===== config.mk =====
export PLATFORM = sky130hd
export DESIGN_NAME = request_slot_tracker_core
export DESIGN_NICKNAME = d
export VERILOG_FILES = /design/src/hw/rtl/rstrk_pkg.sv /design/src/hw/rtl/request_slot_tracker_core.sv
export VERILOG_INCLUDE_DIRS = /design/src /design/src/hw/rtl
export SDC_FILE = /design/constraint.sdc
export NUM_CORES = 1
export LEC_CHECK = 0
export ABC_AREA = 1
export BUFFER_PORTS_ARGS = -buffer_cell sky130_fd_sc_hd__buf_2
export CAP_MARGIN = 20
export CORE_UTILIZATION = 25
export DETAILED_ROUTE_END_ITERATION = 8
export MAX_ROUTING_LAYER = met4
export PLACE_DENSITY = 0.45
export SLEW_MARGIN = 20
export SYNTH_ARGS = -nofsm -noshare
export SYNTH_HDL_FRONTEND = slang
export SYNTH_SLANG_ARGS = --single-unit

===== constraint.sdc =====
create_clock -name clock -period 9.3 [get_ports clock]
set_input_delay 1.86 -clock clock [delete_from_list [all_inputs] [get_ports clock]]
set_output_delay 1.86 -clock clock [all_outputs]
set_load 0.05 [all_outputs]

===== src/hw/rtl/request_slot_tracker_core_defines.svh =====
// Assertion macros for the request slot tracker.
`ifndef REQUEST_SLOT_TRACKER_CORE_DEFINES_SVH
`define REQUEST_SLOT_TRACKER_CORE_DEFINES_SVH
`ifndef SYNTH
`define RSTRK_ASSERT(lbl, prop) lbl: assert property (@(posedge clock) disable iff (reset) \
   prop) else $error("slot tracker check failed");
`define RSTRK_NEVER(lbl, cond) lbl: assert property (@(posedge clock) disable iff (reset) \
   !(cond)) else $error("slot tracker forbidden condition");
`else
`define RSTRK_ASSERT(lbl, prop)
`define RSTRK_NEVER(lbl, cond)
`endif
`endif


===== src/hw/rtl/rstrk_pkg.sv =====
// Types, codes and sizes shared by the request slot tracker.
package rstrk_pkg;
   localparam int QUEUE_COUNT     = 2;
   localparam int SLOTS_PER_QUEUE = 8;
   localparam int TOTAL_SLOTS     = QUEUE_COUNT * SLOTS_PER_QUEUE;
   localparam int ADDR_W = (TOTAL_SLOTS > 1) ? $clog2(TOTAL_SLOTS) : 1;
   localparam int POS_W  = $clog2(TOTAL_SLOTS + 1);
   localparam int QIDX_W = (QUEUE_COUNT > 1) ? $clog2(QUEUE_COUNT) : 1;
   localparam int SPOS_W = (SLOTS_PER_QUEUE > 1) ? $clog2(SLOTS_PER_QUEUE) : 1;

   localparam logic [2:0] OP_ENQUEUE = 3'd0;
   localparam logic [2:0] OP_FETCH   = 3'd1;
   localparam logic [2:0] OP_REPORT  = 3'd2;
   localparam logic [2:0] OP_FAULT   = 3'd3;
   localparam logic [2:0] OP_COLLECT = 3'd4;
   localparam logic [2:0] OP_REAP    = 3'd5;
   localparam logic [2:0] OP_COUNT   = 3'd6;

   localparam logic [2:0] SC_PENDING = 3'd0;
   localparam logic [2:0] SC_RUNNING = 3'd1;
   localparam logic [2:0] SC_DONE    = 3'd2;
   localparam logic [2:0] SC_FAILED  = 3'd3;
   localparam logic [2:0] SC_TERM    = 3'd4;

   localparam logic [1:0] WK_NONE   = 2'd0;
   localparam logic [1:0] WK_SERVER = 2'd1;
   localparam logic [1:0] WK_CALLER = 2'd2;
   localparam logic [1:0] WK_REAPER = 2'd3;

   localparam logic [1:0] RK_RUN  = 2'd0;
   localparam logic [1:0] RK_PEND = 2'd1;
   localparam logic [1:0] RK_FAIL = 2'd2;
   localparam logic [1:0] RK_NONE = 2'd3;

   localparam logic [1:0] KIND_LIST = 2'd1;
   localparam logic [4:0] COUNT_MAX = 5'd31;

   typedef struct packed {
      logic [2:0]  operation;
      logic [2:0]  queue_id;
      logic [2:0]  target_slot;
      logic [7:0]  caller_id;
      logic [1:0]  request_kind;
      logic        outcome;
      logic [15:0] result_value;
   } req_type;

   typedef struct packed {
      logic        status;
      logic [2:0]  slot_index;
      logic [15:0] value;
      logic [4:0]  entry_count;
      logic [7:0]  entry_caller;
      logic [1:0]  entry_kind;
      logic [1:0]  wake_kind;
      logic [7:0]  wake_task;
   } rsp_type;

   typedef struct packed {
      logic [2:0]  status;
      logic [7:0]  caller;
      logic [1:0]  kind;
      logic [15:0] value;
   } entry_type;

   typedef enum logic [2:0] {
      S_IDLE,
      S_DECODE,
      S_SCAN,
      S_UPDATE,
      S_RESULT
   } state_type;

   // Fetch priority: in progress first, then pending, then failed.
   function automatic logic [1:0] rank_of(input logic [2:0] code);
      logic [1:0] r;
      case (code)
         SC_RUNNING: r = RK_RUN;
         SC_PENDING: r = RK_PEND;
         SC_FAILED:  r = RK_FAIL;
         default:    r = RK_NONE;
      endcase
      return r;
   endfunction
endpackage


===== src/hw/rtl/request_slot_tracker_core.sv =====
// Request slot tracker: slot table in one memory, walked by a scan sequencer.
//  channel | direction | handshake            | payload
//  req     | in        | req_valid/req_stall  | req_data  (req_type)
//  rsp     | out       | rsp_valid/rsp_stall  | rsp_data  (rsp_type)
//  csr     | in        | csr_valid/csr_ready  | csr_data  (reaper task id)
// Enqueue needs no scan; report and fault read one slot, fetch, collect
// and count SLOTS_PER_QUEUE, reap TOTAL_SLOTS: the scan reads one slot per
// cycle through the single read port of the slot memory.
// Reset clears the used bits and the recorded fetch slots; entry data is
// only read for used slots. A stalled result stays in its output register
// and the next request is taken meanwhile.
`include "request_slot_tracker_core_defines.svh"
module request_slot_tracker_core
   import rstrk_pkg::*;
(
   input  logic    clock,
   input  logic    reset,
   input  logic    req_valid,
   output logic    req_stall,
   input  req_type req_data,
   output logic    rsp_valid,
   input  logic    rsp_stall,
   output rsp_type rsp_data,
   input  logic    csr_valid,
   output logic    csr_ready,
   input  logic [7:0] csr_data
);
   state_type state_ff, state_in;
   req_type   req_ff;
   logic [7:0] reaper_ff;
   logic [TOTAL_SLOTS-1:0] used_ff, used_in;
   logic [SPOS_W-1:0] last_pos_ff [QUEUE_COUNT];
   logic [QUEUE_COUNT-1:0] last_valid_ff;

   entry_type mem [TOTAL_SLOTS];
   entry_type rd_data_ff;
   logic rd_en, mem_we;
   logic [ADDR_W-1:0] rd_addr, mem_waddr, rd_addr_ff;
   entry_type mem_wdata;

   logic [POS_W-1:0] iss_ff, iss_in, rd_pos_ff, scan_len_ff, scan_len_in;
   logic rd_valid_ff;
   logic [1:0] sel_rank_ff, sel_rank_in;
   logic [SPOS_W-1:0] sel_pos_ff, sel_pos_in;
   entry_type sel_entry_ff, sel_entry_in;
   logic reap_wake_ff, reap_wake_in;
   logic [4:0] cnt_ff, cnt_in;
   rsp_type res_ff, res_in;
   logic rsp_valid_ff;
   rsp_type rsp_data_ff;
   logic out_free, load_out, last_set;

   logic q_ok, tslot_ok, fault_ok, free_found, scan_ok, scan_done;
   logic [QIDX_W-1:0] q_idx;
   logic [ADDR_W-1:0] base, scan_start;
   logic [SPOS_W-1:0] free_pos, fault_pos, tslot;
   logic ev_used;
   logic [ADDR_W-1:0] pos_addr;

   assign csr_ready = 1'b1;
   assign req_stall = (state_ff != S_IDLE);
   assign rsp_valid = rsp_valid_ff;
   assign rsp_data  = rsp_data_ff;
   assign out_free  = !rsp_valid_ff || !rsp_stall;
   assign load_out  = (state_ff == S_RESULT) && out_free;

   // Request decode against flop state.
   always_comb begin
      q_ok  = {1'b0, req_ff.queue_id} < 4'(QUEUE_COUNT);
      q_idx = req_ff.queue_id[QIDX_W-1:0];
      base  = q_ok ? ADDR_W'(int'(req_ff.queue_id) * SLOTS_PER_QUEUE) : '0;
      tslot = req_ff.target_slot[SPOS_W-1:0];
      fault_pos = q_ok ? last_pos_ff[q_idx] : '0;
      tslot_ok = q_ok && ({1'b0, req_ff.target_slot} < 4'(SLOTS_PER_QUEUE)) &&
                 used_ff[ADDR_W'(int'(base) + int'(tslot))];
      fault_ok = q_ok && last_valid_ff[q_idx] &&
                 used_ff[ADDR_W'(int'(base) + int'(fault_pos))];
      free_found = 1'b0;
      free_pos   = '0;
      for (int i = SLOTS_PER_QUEUE - 1; i >= 0; i--) begin
         if (!used_ff[ADDR_W'(int'(base) + i)]) begin
            free_found = 1'b1;
            free_pos   = SPOS_W'(i);
         end
      end
      case (req_ff.operation)
         OP_REAP:   scan_start = '0;
         OP_REPORT: scan_start = ADDR_W'(int'(base) + int'(tslot));
         OP_FAULT:  scan_start = ADDR_W'(int'(base) + int'(fault_pos));
         default:   scan_start = base;
      endcase
      case (req_ff.operation)
         OP_FETCH, OP_COLLECT, OP_COUNT: scan_ok = q_ok;
         OP_REPORT: scan_ok = tslot_ok;
         OP_FAULT:  scan_ok = fault_ok;
         OP_REAP:   scan_ok = 1'b1;
         default:   scan_ok = 1'b0;
      endcase
      case (req_ff.operation)
         OP_REAP:             scan_len_in = POS_W'(TOTAL_SLOTS);
         OP_REPORT, OP_FAULT: scan_len_in = POS_W'(1);
         default:             scan_len_in = POS_W'(SLOTS_PER_QUEUE);
      endcase
      scan_done = rd_valid_ff && (rd_pos_ff == scan_len_ff - POS_W'(1));
      ev_used   = used_ff[rd_addr_ff];
      pos_addr  = ADDR_W'(int'(base) + int'(sel_pos_ff));
   end

   // Next state.
   always_comb begin
      state_in = state_ff;
      case (state_ff)
         S_IDLE:   if (req_valid) state_in = S_DECODE;
         S_DECODE: state_in = (req_ff.operation != OP_ENQUEUE && scan_ok) ? S_SCAN : S_RESULT;
         S_SCAN:   if (scan_done) state_in = S_UPDATE;
         S_UPDATE: state_in = S_RESULT;
         S_RESULT: if (out_free) state_in = S_IDLE;
         default:  state_in = S_IDLE;
      endcase
   end

   // Datapath and memory control.
   always_comb begin
      used_in      = used_ff;
      iss_in       = iss_ff;
      sel_rank_in  = sel_rank_ff;
      sel_pos_in   = sel_pos_ff;
      sel_entry_in = sel_entry_ff;
      reap_wake_in = reap_wake_ff;
      cnt_in       = cnt_ff;
      res_in       = res_ff;
      rd_en        = 1'b0;
      rd_addr      = ADDR_W'(int'(scan_start) + int'(iss_ff));
      mem_we       = 1'b0;
      mem_waddr    = pos_addr;
      mem_wdata    = sel_entry_ff;
      last_set     = 1'b0;
      case (state_ff)
         S_DECODE: begin
            res_in = '0;
            res_in.status = 1'b1;
            iss_in = '0;
            sel_rank_in = RK_NONE;
            reap_wake_in = 1'b0;
            cnt_in = '0;
            if (req_ff.operation == OP_ENQUEUE && q_ok && free_found) begin
               mem_we    = 1'b1;
               mem_waddr = ADDR_W'(int'(base) + int'(free_pos));
               mem_wdata = '{status: SC_PENDING, caller: req_ff.caller_id,
                             kind: req_ff.request_kind, value: 16'd0};
               used_in[ADDR_W'(int'(base) + int'(free_pos))] = 1'b1;
               res_in.status     = 1'b0;
               res_in.slot_index = 3'(free_pos);
               res_in.wake_kind  = WK_SERVER;
               res_in.wake_task  = 8'(req_ff.queue_id);
            end
         end
         S_SCAN: begin
            if (iss_ff < scan_len_ff) begin
               rd_en  = 1'b1;
               iss_in = iss_ff + POS_W'(1);
            end
            if (rd_valid_ff) begin
               case (req_ff.operation)
                  OP_FETCH: begin
                     if (ev_used && rank_of(rd_data_ff.status) < sel_rank_ff) begin
                        sel_rank_in  = rank_of(rd_data_ff.status);
                        sel_pos_in   = rd_pos_ff[SPOS_W-1:0];
                        sel_entry_in = rd_data_ff;
                     end
                  end
                  OP_COLLECT: begin
                     if (sel_rank_ff == RK_NONE && ev_used &&
                         rd_data_ff.caller == req_ff.caller_id) begin
                        if (rd_data_ff.status == SC_DONE) begin
                           sel_rank_in  = RK_RUN;
                           sel_pos_in   = rd_pos_ff[SPOS_W-1:0];
                           sel_entry_in = rd_data_ff;
                        end else if (rd_data_ff.status == SC_TERM) begin
                           reap_wake_in = 1'b1;
                        end
                     end
                  end
                  OP_COUNT: begin
                     if (ev_used && (rd_data_ff.status == SC_PENDING ||
                                     rd_data_ff.status == SC_RUNNING) && cnt_ff != COUNT_MAX)
                        cnt_in = cnt_ff + 5'd1;
                  end
                  OP_REAP: begin
                     if (ev_used && rd_data_ff.status == SC_TERM) begin
                        used_in[rd_addr_ff] = 1'b0;
                        if (cnt_ff != COUNT_MAX) cnt_in = cnt_ff + 5'd1;
                     end
                  end
                  default: begin
                     sel_entry_in = rd_data_ff;
                  end
               endcase
            end
         end
         S_UPDATE: begin
            res_in = '0;
            case (req_ff.operation)
               OP_FETCH: begin
                  if (sel_rank_ff == RK_NONE) begin
                     res_in.status = 1'b1;
                  end else begin
                     mem_we = 1'b1;
                     mem_wdata.status = SC_RUNNING;
                     last_set = 1'b1;
                     res_in.slot_index   = 3'(sel_pos_ff);
                     res_in.entry_caller = sel_entry_ff.caller;
                     res_in.entry_kind   = sel_entry_ff.kind;
                  end
               end
               OP_REPORT: begin
                  mem_we    = 1'b1;
                  mem_waddr = scan_start;
                  mem_wdata = '{status: req_ff.outcome ? SC_FAILED : SC_DONE,
                                caller: rd_data_ff.caller, kind: rd_data_ff.kind,
                                value: req_ff.result_value};
                  res_in.slot_index = 3'(tslot);
               end
               OP_FAULT: begin
                  mem_we    = 1'b1;
                  mem_waddr = scan_start;
                  mem_wdata = rd_data_ff;
                  mem_wdata.status  = SC_TERM;
                  res_in.slot_index = 3'(fault_pos);
                  res_in.wake_kind  = WK_CALLER;
                  res_in.wake_task  = rd_data_ff.caller;
               end
               OP_COLLECT: begin
                  if (sel_rank_ff == RK_NONE) begin
                     res_in.status = 1'b1;
                  end else begin
                     mem_we = 1'b1;
                     mem_wdata.status  = SC_TERM;
                     res_in.slot_index = 3'(sel_pos_ff);
                     res_in.value = (sel_entry_ff.kind <= KIND_LIST) ?
                                    sel_entry_ff.value : 16'd0;
                  end
                  if (reap_wake_ff) begin
                     res_in.wake_kind = WK_REAPER;
                     res_in.wake_task = reaper_ff;
                  end
               end
               default: begin
                  res_in.entry_count = cnt_ff;
               end
            endcase
         end
         default: begin
         end
      endcase
   end

   always_ff @(posedge clock) begin
      if (reset) begin
         state_ff      <= S_IDLE;
         reaper_ff     <= 8'd0;
         used_ff       <= '0;
         last_valid_ff <= '0;
         rd_valid_ff   <= 1'b0;
         rsp_valid_ff  <= 1'b0;
      end else begin
         state_ff    <= state_in;
         used_ff     <= used_in;
         rd_valid_ff <= rd_en;
         if (csr_valid) reaper_ff <= csr_data;
         if (last_set) last_valid_ff[q_idx] <= 1'b1;
         if (load_out) rsp_valid_ff <= 1'b1;
         else if (!rsp_stall) rsp_valid_ff <= 1'b0;
      end
   end

   always_ff @(posedge clock) begin
      if (state_ff == S_IDLE && req_valid) req_ff <= req_data;
      if (state_ff == S_DECODE) scan_len_ff <= scan_len_in;
      if (last_set) last_pos_ff[q_idx] <= sel_pos_ff;
      if (load_out) rsp_data_ff <= res_ff;
      iss_ff       <= iss_in;
      rd_pos_ff    <= iss_ff;
      rd_addr_ff   <= rd_addr;
      sel_rank_ff  <= sel_rank_in;
      sel_pos_ff   <= sel_pos_in;
      sel_entry_ff <= sel_entry_in;
      reap_wake_ff <= reap_wake_in;
      cnt_ff       <= cnt_in;
      res_ff       <= res_in;
   end

   // Slot memory: one write port, one registered read port.
   always_ff @(posedge clock) begin
      if (mem_we) mem[mem_waddr] <= mem_wdata;
      if (rd_en) rd_data_ff <= mem[rd_addr];
   end

   `RSTRK_ASSERT(a_accept_decodes, (req_valid && !req_stall) |=> (state_ff == S_DECODE))
   `RSTRK_ASSERT(a_issue_bound, (state_ff == S_SCAN) |-> (iss_ff <= scan_len_ff))
   `RSTRK_NEVER(a_no_read_in_decode, (state_ff == S_DECODE) && rd_valid_ff)
   `RSTRK_ASSERT(a_result_loaded, load_out |=> rsp_valid_ff)
endmodule


# Yosys cells after proc, flatten, opt, wreduce, memory -nomap -nowiden
# Memory sizes are Yosys's and may differ from the RTL's. A register that Yosys moved wholly into a read port is not among the register bits.
# Cells that the tools add are included.
# Widths: inputs -> output; s select.
# word_totals
register_bits	216
latch_bits	0
ramBits	470
rom_bits	0
output_inout_bits	48
word_cells	311
n_memories	2
# classes
addsub	15
n_mul	0
div	0
order_cmp	20
eq_ne	42
shifts	0
mux	143
bitwise_logic	5
reduce_logical	43
# mem_list
memory	words	word_bits	rd	rd_clocked_by_memory_dff	write_ports	line	source
mem	16	29	1	1	1	request_slot_tracker_core.sv:35	entry_type mem [TOTAL_SLOTS];
last_pos_ff	2	3	1	1	1	request_slot_tracker_core.sv:32	logic [SPOS_W-1:0] last_pos_ff [QUEUE_COUNT];
# op_table
cell	n
$mux 29	4
$mux 16	6
$pmux 45 s2	1
$pmux 29 s3	1
$lt 4x6->1 const B	11
$pmux 29 s2	1
$mux 3	19
$mux 1	55
$pmux 26 s2	1
$bmux 1 s4	11
$pmux 5 s2	4
$pmux 16 s2	1
$mux 10	3
$mux 5	6
$ne 2x2->1 const B	15
$reduce_and 6->1	5
$pmux 3 s4	2
$ne 3x3->1 const B	7
$pmux 10 s2	1
$mux 19	1
$eq 3x2->1 const B	6
$logic_and 1x1->1	18
$add 4x3->4	4
$add 4x3->4 const B	4
50 further kinds	81

# Depth between registers and ports, before layout
# Gate-level depths: netlist (run 1).
# depth
word_depth	22
ltp_mapped	17

# Least setup slack after synthesis (run 1)
# No wires, ideal clock.
# synth_path
path_type	input -> register
start	input rsp_stall
end	register rsp_data_ff (netlist bit rsp_data[0]) (enable)
t_arrival_ns	3.884
required_time_ns	8.853
path_slack_ns	4.969
stages	3
n_path_buf	0
path_cell_list	nand2_1 > inv_1 > nor2_1
# synth_via
elab_chain_len	3
# synth_rtl
item	line	source
start: declaration	request_slot_tracker_core.sv:22	input logic rsp_stall,
$logic_not 1->1	-	
$logic_or 1x1->1	request_slot_tracker_core.sv:64	assign out_free = !rsp_valid_ff || !rsp_stall;
$logic_and 1x1->1	request_slot_tracker_core.sv:65	assign load_out = (state_ff == S_RESULT) && out_free;
via load_out	request_slot_tracker_core.sv:51	logic out_free, load_out, last_set;
end signal: assignment	request_slot_tracker_core.sv:281	if (load_out) rsp_data_ff <= res_ff;
end: declaration	request_slot_tracker_core.sv:50	rsp_type rsp_data_ff;
# The timed path passes the listed nets, and every way through them passes these cells.
# A chain may end at the register's enable or synchronous reset.

# Worst setup path after layout (run 1)
# layout_path
start	register req_ff[34] (netlist bit)
end	register, netlist name rd_data_ff[23]
# layout_via
elab_chain_len	3
elab_cells_between_ends	5
cone_classes	add/sub (1); eq/ne (3); mux (1)
# layout_rtl
item	line	source
start: declaration	request_slot_tracker_core.sv:29	req_type req_ff;
start signal: assignment	request_slot_tracker_core.sv:278	if (state_ff == S_IDLE && req_valid) req_ff <= req_data;
$eq 3x2->1 / $eq 3x3->1 (equally long branches)	request_slot_tracker_core.sv:86	case (req_ff.operation)
$pmux 4 s3 (*)	request_slot_tracker_core.sv:86	
$add 4x4->4 (*)	request_slot_tracker_core.sv:133	rd_addr = ADDR_W'(int'(scan_start) + int'(iss_ff));
via rd_addr[1]	request_slot_tracker_core.sv:38	logic [ADDR_W-1:0] rd_addr, mem_waddr, rd_addr_ff;
# The timed path passes the listed nets; every way through them passes the cells marked *.

==> results by group, run 1 <==
Clocking
  – Skew-Pair Late Insertion Delay: 640 ps
  – CTS Root Cell: clkbuf_16
  – Post-CTS Setup Bufs: 0
  – Number of H-tree levels: 3
  – Resize count post-CTS: 0
  – TritonCTS Sinks: 714
  – CTS Buf Count: 75
  – TritonCTS clock tree: built
  – Maximum clock insertion buffer count: 3
  – Post-CTS Hold Fix Bufs: 0
  – CTS clock-pin slew for the worst setup and hold paths: 70 ps

Placed design
  – DP HPWL: between 40000 and 50000 um
  – Placed cells: 3863
  – Port bufs: 95
  – Placed Instance Area: 31800 um2
  – GP Congestion: around 0.86
  – Post-place setup slack: 3170 ps

Synth
  – Syn Area/Cell: 12.7 um2
  – Post-Synth Adder-Cell Area: 0.495%
  – Gate Count Post-Synth: 2307
  – Synth Area in XOR/XNOR: 0.269%
  – Top FF cell, synth: edfxtp_1
  – Synth Net Count: 2367
  – Post-synth EDFFs: 673
  – Netlist Area Pre-Place: 29300 um2
  – FF+latch count, synth: 714
  – Seq/Total Area, Yosys: 71.7%
  – Largest family of logic cells by synthesized area: compound AO/OA/AOI/OAI gates
  – Multiplexer share of the synthesized area: 3.96%
  – Synth Area in Compound Gates: between 10% and 20%
  – Synth warn: 0
  – Synth unique cells: 53
  – Post-synth ARST share: 0%
  – Synth Area in Simple Gates: under 10%

Flow run
  – Max_cap viols: 0

Layout
  – Nets: 2478
  – Final instance area: 34500 um2
  – Final Core Density: 29.7%
  – Area added between synthesis and finish: 17.6%
  – Diode count: 0
  – Fraction of layout cells with a size suffix above 1: 13.6%
  – Final std cells w/o fill: 4004

Floorplan
  – Die Footprint: roughly 120000 um2
  – Initial core utilization: between 20% and 30%
  – Cell Rows: 125
  – Io pins: 97
  – Area of the core: between 100000 and 150000 um2
  – Height of the die: 345 um
  – Die width: between 300 and 400 um

Setup path
  – Slowest stage delay, CP: between 1000 and 1500 ps
  – CP cell instances: inv_2 -> nor2_2 -> buf_4 -> nand2_2 -> o22ai_1 -> ha_4 -> fa_4 -> buf_12 -> clkinv_2 -> buf_4 -> o211ai_1 -> a21oi_1 -> a31oi_1
  – Critical path class: reg2reg
  – Delay-heaviest family, CP: buffers and inverters
  – Most used cell, CP: buf_4
  – Register-to-register setup slack: 3640 ps
  – Worst Path Max Fanout: 64
  – Crit path buffers/inverters: 5
  – CP required: 9770 ps
  – Crit path launch type: register
  – Crit path max-delay cell type: fa_4
  – CP endpoint kind: register
  – Arr. time, crit path: roughly 6100 ps

Detailed routing
  – Vias/cell: 4.53
  – Post-Route WL: around 80000 um
  – DR vias: 18136
  – Initial DRC count: 1343
  – DR pass1 iterations: 5
  – Average wire per standard cell: 20.0 um
  – DRC Markers: 0
  – Routed Antenna Nets: 0

Min path
  – Hold Crit Class: reg2reg

STA
  – Slew @ Worst Pin: 968 ps
  – Clk_skew: roughly 20 ps
  – Total Negative Setup Slacks: 0 ps
  – PnR worst setup slack: 3640 ps
  – Highest clock rate: 177 MHz
  – # setup viols final: 0
  – Relative slew margins: 35.2%
  – Hold Slack: 403 ps
  – Final Max Tran Viols: 0
  – Fin. Hold Viols: 0
  – Min Tclk post-route: 5660 ps
  – RSZ-0062 raised after global routing: false
  – Crit share post-route: 60.8%

Status
  – Status: finished, final reports clean

GRT
  – Total congestion overflow: 0
  – First-pass GRT wire length: 118000 um
  – Initial antenna violation count: 1
  – GRT Resource Usage Total: 13.9%
  – Largest net degree at the start of global routing: 173
  – Vias in the first global route: 17680

Power
  – Power, Total: 7.83 mW
  – PwrDens: 227 nW/um2
  – Worst vdd ir: 114 uV
  – Lkg Pwr: roughly 12 nW
sequential cells by signal, indices dropped and copies added, names as in the netlist, 4 cells and up, named ones only:
signal / flops
cnt_ff: 5
iss_ff: 5
last_pos_ff: 6
mem: 464
rd_addr_ff: 4
rd_data_ff: 29
rd_pos_ff: 5
reaper_ff: 8
req_ff: 32
res_ff: 45
rsp_data: 45
sel_entry_ff: 29
used_ff: 16
report_power, final:
| part | switching, mW | internal [mW] | leakage [nW] |
|---|---|---|---|
| Clock | 1.30 | 1.79 | 1.23 |
| Sequential | 0.0540 | 3.66 | 6.46 |
| Combinational | 0.724 | 0.299 | 4.36 |
| Total | 2.08 | 5.75 | 12.0 |
path summary, 6_finish.rpt:
check | depth (start not counted) | endpoint | start
worst min register to register | 0 | rsp_data[23] | res_ff[23]
worst max register to register | 13 | rd_data_ff[23] | req_ff[34]
worst max-delay path | 13 | rd_data_ff[23] | req_ff[34]
worst min-delay path | 0 | rsp_data[23] | res_ff[23]
cells by family after synthesis:
family          after synthesis
xor+xnor                      9
fa+ha+maj                    11
flops                       714
buf+inv                     356
compound gates              570
simple gates                530
other cells                   1
mux                         116
cell usage in the layout, fill, tap and decap left out, types with 9 or more instances in the layout:
master | Yosys | routed
edfxtp_1 | 673 | 673
nand2_1 | 254 | 254
o21ai_0 | 236 | 236
inv_1 | 230 | 228
a21oi_1 | 181 | 180
nor2_1 | 161 | 141
mux2i_1 | 116 | 116
buf_2 | 26 | 95
clkbuf_16 | 0 | 76
o211ai_1 | 68 | 68
nand3_1 | 63 | 63
buf_4 | 3 | 50
dfxtp_1 | 41 | 41
a31oi_1 | 30 | 30
nor2_4 | 3 | 21
nor3_1 | 16 | 15
clkinv_1 | 4 | 15
clkinv_2 | 0 | 14
o32ai_1 | 17 | 13
clkbuf_1 | 68 | 13
nand2_2 | 11 | 11
inv_2 | 8 | 9
o21ai_1 | 9 | 9
ha_1 | 10 | 9
bufinv_16 | 0 | 9
worst reg2reg max path: cells and delay by family, from the launching register on:
kind,cells,cell delay (ps)
adder cells (fa/ha/maj),2,1400
AND/OR/NAND/NOR,2,570
AO/OA/AOI/OAI,4,920
flip-flops,1,480
buffers and inverters,5,2130
area by class of cell:
class | count | area [um2]
clock buffer | 91 | 1980
multi-input combinational | 1237 | 7180
sequential | 714 | 21000
fill | 11751 | 81700
inverter | 242 | 911
clock inverter | 48 | 564
tap | 1524 | 1910
timing repair buffer | 148 | 911
Yosys cell counts (7+ instances only):
master	count	share of area, %
buf_2	26	0.44
edfxtp_1	673	69
mux2i_1	116	4.0
nand3_1	63	1.1
o22ai_1	7	0.15
nor2_1	161	2.1
a21oi_1	181	3.1
inv_2	8	0.10
o21ai_1	9	0.15
inv_1	230	2.9
nor3_1	16	0.27
dfxtp_1	41	2.8
nand2_2	11	0.23
clkbuf_1	68	0.87
o211ai_1	68	1.7
a31oi_1	30	0.64
ha_1	10	0.43
buf_1	12	0.15
nand2_1	254	3.3
o32ai_1	17	0.51
o221ai_1	8	0.24
o21ai_0	236	4.0
per-layer routing:
metal / part of all wire, % / GRT usage, % / vias to the layer above
met3: 4.8 / 1.86 / 127
met5: 0 / - / -
li1: - / - / 8541
met1: 45 / 18.2 / 8968
met2: 47 / 22.0 / 500
met4: 2.8 / 4.81 / 0
No activity file was read; power rests on OpenSTA's default activity.
==> inputs of run 2 (changes only) <==
--- a/config.mk
+++ b/config.mk
@@ -12,7 +12,7 @@
 export CORE_UTILIZATION = 25
 export DETAILED_ROUTE_END_ITERATION = 8
 export MAX_ROUTING_LAYER = met4
-export PLACE_DENSITY = 0.45
+export PLACE_DENSITY = 0.46
 export SLEW_MARGIN = 20
 export SYNTH_ARGS = -nofsm -noshare
 export SYNTH_HDL_FRONTEND = slang
==> constraint.sdc (replaced) <==
create_clock -name clock -period 4.93 [get_ports clock]
set_input_delay 0.986 -clock clock [delete_from_list [all_inputs] [get_ports clock]]
set_output_delay 0.986 -clock clock [all_outputs]
set_load 0.05 [all_outputs]
==> results by group, run 2 (synthesized netlist as in run 1, its figures left out) <==
Power
  – Power, Total: 14.2 mW (+81%)
  – Sw power: 3.77 mW (+81%)
  – Clk pwr share: 36.7% (-2.8 points)
  – Comb power frac: 14.0% (+0.9 points)
  – Sequential power share: 49.3% (+1.9 points)
  – Worst vdd ir: 208 uV (+83%)
  – Lkg Pwr: 12.0 nW (-0.20%)
  – PwrDens: 412 nW/um2 (+82%)
  – Pint: 10.4 mW (+81%)
  – Sw frac: 26.6% (about the same)

GRT
  – Largest net degree at the start of global routing: 61 (-65%)
  – First-pass GRT wire length: 116000 um (-1.3%)
  – Vias in the first global route: 18054 (+2.1%)
  – Total congestion overflow: 0 (unchanged)
  – Initial antenna violation count: 0 (-1)
  – GRT Resource Usage Total: 13.6% (-0.28 points)

Floorplan
  – Die width: 345 um (unchanged)
  – Area of the core: 116000 um2 (unchanged)
  – Initial core utilization: 25.2% (unchanged)
  – Height of the die: 345 um (unchanged)
  – Io pins: 97 (unchanged)
  – Cell Rows: 125 (unchanged)
  – Die Footprint: 119000 um2 (unchanged)

Setup path
  – Register-to-register setup slack: 730 ps (-2910 ps)
  – Worst Path Max Fanout: 37 (-42%)
  – Critical path class: reg2reg
  – Arr. time, crit path: 4550 ps (-1570 ps)
  – CP endpoint kind: register
  – Crit path buffers/inverters: 2 (-3)
  – CP required: 5280 ps (-4490 ps)
  – Crit path max-delay cell type: fa_4
  – Crit path launch type: register
  – Slowest stage delay, CP: 770 ps (-380 ps)
  – Delay-heaviest family, CP: adder cells
  – CP cell instances: nor2_4 -> nand2_1 -> o22ai_1 -> ha_4 -> fa_4 -> clkinv_2 -> buf_4 -> o211ai_1 -> a21oi_1 -> a31oi_1

Detailed routing
  – Post-Route WL: 78700 um (-1.7%)
  – Average wire per standard cell: 19.6 um (-1.8%)
  – Routed Antenna Nets: 0 (unchanged)
  – DR pass1 iterations: 6 (+1)
  – Vias/cell: 4.54 (+0.29%)
  – DR vias: 18207 (+0.39%)
  – DRC Markers: 0 (unchanged)
  – Initial DRC count: 1380 (+2.8%)

Layout
  – Final std cells w/o fill: 4008 (+0.10%)
  – Area added between synthesis and finish: 17.4%
  – Fraction of layout cells with a size suffix above 1: 13.4% (-0.18 points)
  – Diode count: 0 (unchanged)
  – Max reg flops: 464 (unchanged)
  – Most common cell after layout, fill and taps aside: edfxtp_1
  – Most frequent cells in the layout: edfxtp_1 (673), nand2_1 (254), o21ai_0 (236), inv_1 (228), a21oi_1 (181)
  – Nets: 2494 (+0.65%)
  – Largest register by flop count: mem
  – Filler cells: 11770 (+0.16%)
  – Register area: 21000 um2 (unchanged)
  – Area of the multi-input gates: 7160 um2 (-0.30%)

STA
  – Slew @ Worst Pin: 1060 ps (+94.0 ps)
  – Highest clock rate: 238 MHz (+35%)
  – Clk_skew: 23.0 ps (+2.99 ps)
  – Fin. Hold Viols: 0 (unchanged)
  – Min Tclk post-route: 4200 ps (-1460 ps)
  – Crit share post-route: 85.1% (+24 points)
  – Relative slew margins: 29.2% (-6.0 points)
  – # setup viols final: 0 (unchanged)
  – RSZ-0062 raised after global routing: false
  – Total Negative Setup Slacks: 0 ps (unchanged)
  – Final Max Tran Viols: 0 (unchanged)

Clocking
  – TritonCTS clock tree: built
  – Maximum clock insertion buffer count: 3 (unchanged)
  – CTS Root Cell: clkbuf_16
  – Post-CTS Hold Fix Bufs: 0 (unchanged)
  – Number of H-tree levels: 3 (unchanged)
  – Skew-Pair Late Insertion Delay: 630 ps (about the same)
  – TritonCTS Sinks: 714 (unchanged)
  – Post-CTS Setup Bufs: 0 (unchanged)
  – CTS clock-pin slew for the worst setup and hold paths: 60 ps (about the same)
  – CTS Buf Count: 74 (-1.3%)
  – Resize count post-CTS: 0 (unchanged)

Flow run
  – Max_cap viols: 0 (unchanged)

Placed design
  – Placed cells: 3882 (+0.49%)
  – GP Congestion: 0.845 (-1.3%)
  – Port bufs: 95 (unchanged)
  – DP HPWL: 47300 um (+4.7%)

Min path
  – Hold Crit Class: reg2reg

Status
  – Status: finished, final reports clean
==> run 2: cell count changes in the layout (fill, tap and decap cells not counted), sizes merged <==
cell | previous run | this run
buf | 148 | 165
bufinv | 9 | 1
clkbuf | 91 | 95
clkinv | 35 | 30
clkinvlp | 5 | 2
inv | 241 | 240
==> run 2: path summary, 6_finish.rpt <==
path / start / end / cells after the start
max: req_ff[31] / rd_data_ff[6] / 10
min: res_ff[8] / rsp_data[8] / 0
max reg2reg: req_ff[31] / rd_data_ff[6] / 10
min reg2reg: res_ff[8] / rsp_data[8] / 0
==> run 2: cell type report <==
class | count | share of cell area, %
multi-input combinational | 1237 | 20.8
clock inverter | 31 | 0.672
sequential | 714 | 61.1
timing repair buffer | 165 | 3.49
inverter | 242 | 2.64
tap | 1524 | 5.54
clock buffer | 95 | 5.76
==> run 2: through the flow <==
stage          cell area (um2)  utilization, %  hold WS, ps  worst slack (ps)
2_1_floorplan            29300               -          396              1090
3_3_place_gp             32200            27.7          409               740
3_5_place_dp             32200            27.7          405               658
4_1_cts                  34400            29.6          418               683
5_1_grt                  34400            29.6          422               514
6_report                 34400            29.6          418               735
==> run 2: routing by layer <==
layer,GRT usage (%),part of all wire [%],vias to the layer above
li1,-,-,8572
met2,21.7,47,493
met5,-,0,-
met3,1.94,4.8,120
met4,4.58,2.5,0
met1,17.7,46,9022
==> run 2: power groups by stage <==
stage	sequential, mW	combinational, mW	clock, mW
after floorplan	7.16	1.28	0
after global placement	7.12	1.96	0
after detailed placement	7.12	2.00	0
after CTS	7.00	2.00	5.37
after global routing	7.01	2.20	5.57
final	7.00	1.98	5.21
